## config.mk

```make
export PLATFORM = sky130hd
export DESIGN_NAME = edc_div
export DESIGN_NICKNAME = d
export VERILOG_FILES = /design/src/edc_div.sv
export SDC_FILE = /design/constraint.sdc
export NUM_CORES = 2
export LEC_CHECK = 0
export BUFFER_PORTS_ARGS = -buffer_cell sky130_fd_sc_hd__buf_2
export CAP_MARGIN = 15
export CORE_ASPECT_RATIO = 0.6
export CORE_MARGIN = 2
export CORE_UTILIZATION = 55
export DETAILED_ROUTE_END_ITERATION = 8
export PLACE_DENSITY = 0.71
export SETUP_SLACK_MARGIN = 0.02
export SYNTH_ARGS = -nofsm -noshare
export SYNTH_HDL_FRONTEND = slang
export SYNTH_SLANG_ARGS = --single-unit
```

## constraint.sdc

```tcl
create_clock -name clk -period 4.4 [get_ports clk]
set_input_delay 0.88 -clock clk [delete_from_list [all_inputs] [get_ports clk]]
set_output_delay 0.88 -clock clk [all_outputs]
set_load 0.005 [all_outputs]
```

## src/edc_div.sv

```systemverilog
// pipelined restoring divider, one quotient bit per stage
// unsigned; numerator high part must be below the divisor; uses no package items
module edc_div #(
  parameter int NumW = 54,
  parameter int DenW = 36,
  parameter int QuoW = 18
) (
  input  logic            clk,
  input  logic            en,
  input  logic [NumW-1:0] num,
  input  logic [DenW-1:0] den,
  output logic [QuoW-1:0] quo
);

  logic [DenW-1:0] rem_q [QuoW];
  logic [QuoW-1:0] low_q [QuoW];
  logic [DenW-1:0] den_q [QuoW];
  logic [QuoW-1:0] quo_q [QuoW];

  for (genvar s = 0; s < QuoW; s++) begin : g_stage
    logic [DenW-1:0] rem_i;
    logic [DenW-1:0] den_i;
    logic [QuoW-1:0] low_i;
    logic [QuoW-1:0] quo_i;
    logic [DenW:0]   trial;
    logic [DenW:0]   diff;
    logic            ge;

    if (s == 0) begin : g_first
      assign rem_i = num[NumW-1:QuoW];
      assign low_i = num[QuoW-1:0];
      assign den_i = den;
      assign quo_i = '0;
    end else begin : g_next
      assign rem_i = rem_q[s-1];
      assign low_i = low_q[s-1];
      assign den_i = den_q[s-1];
      assign quo_i = quo_q[s-1];
    end

    assign trial = {rem_i, low_i[QuoW-1]};
    assign diff  = trial - {1'b0, den_i};
    assign ge    = (trial >= {1'b0, den_i});

    always_ff @(posedge clk) begin
      if (en) begin
        rem_q[s] <= ge ? diff[DenW-1:0] : trial[DenW-1:0];
        low_q[s] <= {low_i[QuoW-2:0], 1'b0};
        den_q[s] <= den_i;
        quo_q[s] <= {quo_i[QuoW-2:0], ge};
      end
    end
  end

  assign quo = quo_q[QuoW-1];

endmodule

```

==> Yosys cells after proc, flatten, opt, wreduce, memory -nomap -nowiden <==
Memories as Yosys holds them, arrays and structs flattened.
Index checks and enable logic that the tools add are counted.
{ "word_totals": {"register_bits": 0, "mem_bits_rw": 1926, "in_bits": 92, "out_inout_bits": 18, "elab_cells": 60, "mem_count": 4} }
{ "memory_table": {"columns": ["name", "depth", "width", "read_ports", "rd_clocked_by_memory_dff", "write_ports", "line_no", "source"], "rows": [
  ["den_q", 18, 36, 17, 0, 18, "17", "logic [DenW-1:0] den_q [QuoW];"],
  ["rem_q", 18, 36, 17, 0, 18, "15", "logic [DenW-1:0] rem_q [QuoW];"],
  ["quo_q", 18, 18, 18, 0, 18, "18", "logic [QuoW-1:0] quo_q [QuoW];"],
  ["low_q", 18, 17, 17, 0, 18, "16", "logic [QuoW-1:0] low_q [QuoW];"]
]} }
{ "classes": {"n_addsub": 18, "magnitude_cmp": 18, "mux": 20} }
{ "op_table": {"columns": ["operator", "n"], "rows": [
  ["37-bit by 36-bit >= comparator with 1-bit output", 18],
  ["36-bit two-way mux", 18],
  ["36-bit subtractor", 18],
  ["1-bit two-way mux", 2]
]} }

==> Depth between registers and ports, before layout <==
An unclocked memory read counts as a cell.
{ "depth": {"depth_word": 3, "depth_mapped": 17, "mapped_depth_nobuf": 14} }

==> Least setup slack after synthesis <==
Ideal clock, no wire load.
{ "synth_path": {"path_type": "input-to-reg", "from": "input num[17]", "to": "memory rem_q[0][32] (data pin)", "setup_time_ns": 0.188, "arrival_time_ns": 3.678, "required_time_ns": 4.212, "slack_ns": 0.534, "stages": 13, "n_path_buf": 0, "path_cell_list": "inv_1 ha_1 fa_1 nor2b_1 o31a_1 o21ai_1 o21ai_0 o41ai_2 o21ai_1 a21boi_1 or4b_2 and4b_1 o41ai_1"} }
{ "synth_lines": {"columns": ["element", "line_no", "source"], "rows": [
  ["start: declaration", "10", "input logic [NumW-1:0] num,"],
  ["end: declaration", "15", null]
]} }

==> out/metrics.sh <==
NUM-FILL-CELLS=12500
CTS-ROOT-TO-SINK-BUFFERS=4
CRIT_ARRIVAL_NS=5.06
POSTROUTEWIRELENGTH_UM=255000
TOTAL_BUFFERS_AND_INVERTERS_TRAVERSED_BY_THE_CRITICAL_PATH=1
HOLD_PATH_CLASS='in -> reg'
MAXCAPVIOLATIONS=0
DOMINANTREGCELLSYNTH='edfxtp_1'
PEAKVDDDROP_mV=0.449
WORSTSKEWPAIRLATENCY_NS=0.82
SYNTH-XOR-AREA-SHARE=0.0518
WORST_SETUP_HOLD_PATH_CLK_SLEW_NS=0.06
DIE_AREA_MM2=0.162
RESULT_OF_THE_RUN='finished with violations'
SYN_NETS=8626
SYNTH.AVG_CELL_AREA_UM2=11.1
HTREE_NUM_LEVELS=4
GRT_PASS1_VIAS=58000
CTS_MADE_BUFFERS=162
TOP_LEVEL_PORTS=110
SYN_AREA_MM2=0.0870
ADDER_AND_MAJORITY_CELL_FRACTION_OF_THE_SYNTHESIZED_AREA=0.0971
POST_ROUTE_FRACTION_OF_THE_PERIOD_CONSUMED_BY_THE_CRITICAL_PATH=1.02
CTS-ROOT-BUF='clkbuf_16'
GLOBAL_ROUTE_WIRE_LENGTH_BEFORE_REPAIR_UM=374000
HOLD-WORST-SLACK_NS=0.230
CRITICAL_PATH.MAX_STAGE_DELAY_NS=0.83
GLOBAL_ROUTE.USAGE.TOTAL=0.307
MAX_SLEW.WORST_PIN.SLEW_NS=1.06
FAILED_CHECKS='setup timing'
POSTLAYOUTSETUPSLACKWORST_NS=-0.0899
CELLPOWERDENSITY_mW_PER_MM2=781
SYNTHCELLS=7869
SYNTH.AREA.MUX_SHARE=0.0209
CRIT_SLOWEST_CELL='o21ai_4'
PLACE_CONGESTION=1.06
DRIVE_ABOVE_1_SHARE=0.123
RSZ_0062_RAISED_AFTER_GLOBAL_ROUTING='no'
PLACED_CELLS_INCL_TAPS=10400
CRIT_PATH_CELL_TRACE='inv_1 > ha_1 > nand2_1 > or3_1 > nor2_1 > nand4_1 > o21ai_4 > mux2_2'
IO_BUFFER_COUNT=109
HPWL_UM=199000
GRT_ANTENNA_BEFORE_REPAIR=8
YS_ASYNC_SR_FRACTION=0
LEAKAGE_POWER_nW=41.3
COREAREA_MM2=0.158
AREA_DELTA_SYNTH_FINAL_PCT=13.7
CRIT_FANOUT=11
SYNTH_ENABLE_FLOP_CELLS=1548
SETUP_VIOLATIONS=11
NUMBER_OF_SINKS_HANDLED_BY_CLOCK_TREE_SYNTHESIS=1548
CRIT_FAMILY='simple AND/OR/NAND/NOR gates'
WORST_SLEW_MARGIN_REL=0.288
DRC_ERRORS=0
TIMING.CLOCK.SKEW_NS=0.0338
VIAS=64600
DRTITER0DRC=9644
GRT_OVERFLOW=0
YOSYS_REGISTER_BITS=1548
DETAIL_ROUTE.FIRST_PASS.ITERATIONS=6
INITIAL_UTILIZATION=0.552
NUMBER_OF_LIBRARY_CELL_TYPES_MAPPED_BY_SYNTHESIS=93
YOSYS_WARNINGS=0
FINISH.NET_COUNT=9172
WL_PER_CELL_UM=23.9
TIMING.FINAL.CRIT_PERIOD_NS=4.49
END_KIND='flip-flop'
STARTPOINT_TYPE='flip-flop'
CRIT_TYPE='reg -> reg'
NUM_ROWS=113
INSTANCES_NO_FILL=10700
SYNTH_TOP_FAMILY_BY_AREA='compound AO/OA/AOI/OAI gates'
ROUTE.DETAILED.VIAS_PER_INST=6.06
DIE_W_UM=518
SYNTH_SEQ_AREA_SHARE=0.534
FINAL_HOLD_VIOL_COUNT=0
ANTENNA_VIOLATING_NETS_POST_ROUTE=0
CP.REQUIRED_NS=4.97
TOTAL_POWER_W=0.0773
SLEW_VIOL_FINAL=0
FMAX_MHz=223
FP.DIEH_UM=312
GRT_START_MAX_NET_PINS=120
SYNTHSIMPLEGATEAREAFRAC=0.0991
CTS_TREE='built'
CTS_HOLD_BUFFERS=0
SYNTH-COMPOUND-AREA-SHARE=0.154
worst paths after layout:
| path | from | endpoint | slack [ns] | depth (start not counted) |
|---|---|---|---|---|
| setup reg to reg | den_q[13][33] | rem_q[14][7] | -0.09 | 8 |
| setup / recovery | den_q[13][33] | rem_q[14][7] | -0.09 | 8 |
| hold / removal | num[1] | low_q[0][1] | 0.23 | 1 |
| hold reg to reg | quo_q[5][1] | quo_q[6][2] | 0.41 | 0 |
Yosys cell counts, drive strengths merged (102+ instances only):
library cell | instances | area (um2)
nand3 | 133 | 666
o21ai | 515 | 2580
xor2 | 217 | 1900
nand4 | 103 | 644
a21oi | 771 | 3860
ha | 648 | 8110
mux2 | 152 | 1720
a21o | 334 | 2510
nor2 | 511 | 1920
edfxtp | 1548 | 46500
clkbuf | 148 | 556
xnor2 | 298 | 2610
nand2 | 551 | 2070
inv | 774 | 2910
nand2b | 102 | 638
cells by family after synthesis:
logic type	Yosys count
buffers and inverters	982
flip-flops	1548
AO/OA/AOI/OAI	2166
AND/OR/NAND/NOR	1831
multiplexers	162
XOR/XNOR	515
adder cells (fa/ha/maj)	665
what timing repair did:
action | 4_1_cts | 5_1_grt
setup endpoints to repair | 0 | 154
buffers inserted | 0 | 5
resized for setup | 0 | 28
endpoints found under the hold margin | 0 | 0
cells in the final DEF (no fill, tap or decap), types with 49 or more instances in the layout:
cell type  synthesis  layout
a21o_1           334     334
a21oi_1          770     762
a31oi_1           54      54
and3_1            73      73
buf_12             0      49
buf_2             42     108
buf_4              7     432
clkbuf_16          0     165
edfxtp_1        1548    1548
ha_1             648     647
inv_1            772     772
mux2_2           140     140
nand2_1          551     550
nand2b_1         102     102
nand3_1          133     133
nand4_1          103     103
nor2_1           511     510
nor2b_1          100     100
nor3_1           100      98
o21a_1            79      76
o21ai_0          482     480
o21bai_1          71      71
xnor2_1          298     298
xor2_1           217     217
metrics by stage:
| stage | cell area, um2 | setup slack [ns] | utilization | TNS (ns) |
|---|---|---|---|---|
| 2_1_floorplan | 87000 | 0.534 | - | 0 |
| 3_3_place_gp | 93600 | -0.0821 | 0.594 | -0.0999 |
| 3_5_place_dp | 93600 | -0.0943 | 0.594 | -0.0943 |
| 4_1_cts | 98700 | 0.0218 | 0.626 | 0 |
| 5_1_grt | 98900 | 0.00994 | 0.628 | 0 |
| 6_report | 98900 | -0.0899 | 0.628 | -0.524 |
power by group:
| group | switching, W | internal, W | leakage (nW) |
|---|---|---|---|
| clock network | 0.00595 | 0.00786 | 2.50 |
| logic | 0.0228 | 0.0163 | 23.7 |
| registers | 0.00253 | 0.0218 | 15.1 |
cell type report:
cell class                      count  area (um2)  share of cell area
Clock inverter                     82         847             0.00856
Sequential cell                  1548       46500               0.470
Multi-Input combinational cell   5340       37000               0.374
Tap cell                         2127        2660              0.0269
Clock buffer                      197        4250              0.0429
Timing Repair Buffer              589        4760              0.0482
Inverter                          774        2910              0.0294
Antenna cell                        2        5.00           0.0000506
layer usage:
metal	routed length (um)	share of wire	track usage
met5	17	0.000067	0
met2	76100	0.30	0.301
met4	2330	0.0091	0.0358
met3	48100	0.19	0.172
met1	129000	0.50	0.539
flip-flops by register name (all words and copies together), names as in the netlist:
signal,flops
low_q,153
den_q,612
rem_q,612
quo_q,171
Power figures use the tool's default switching activity.
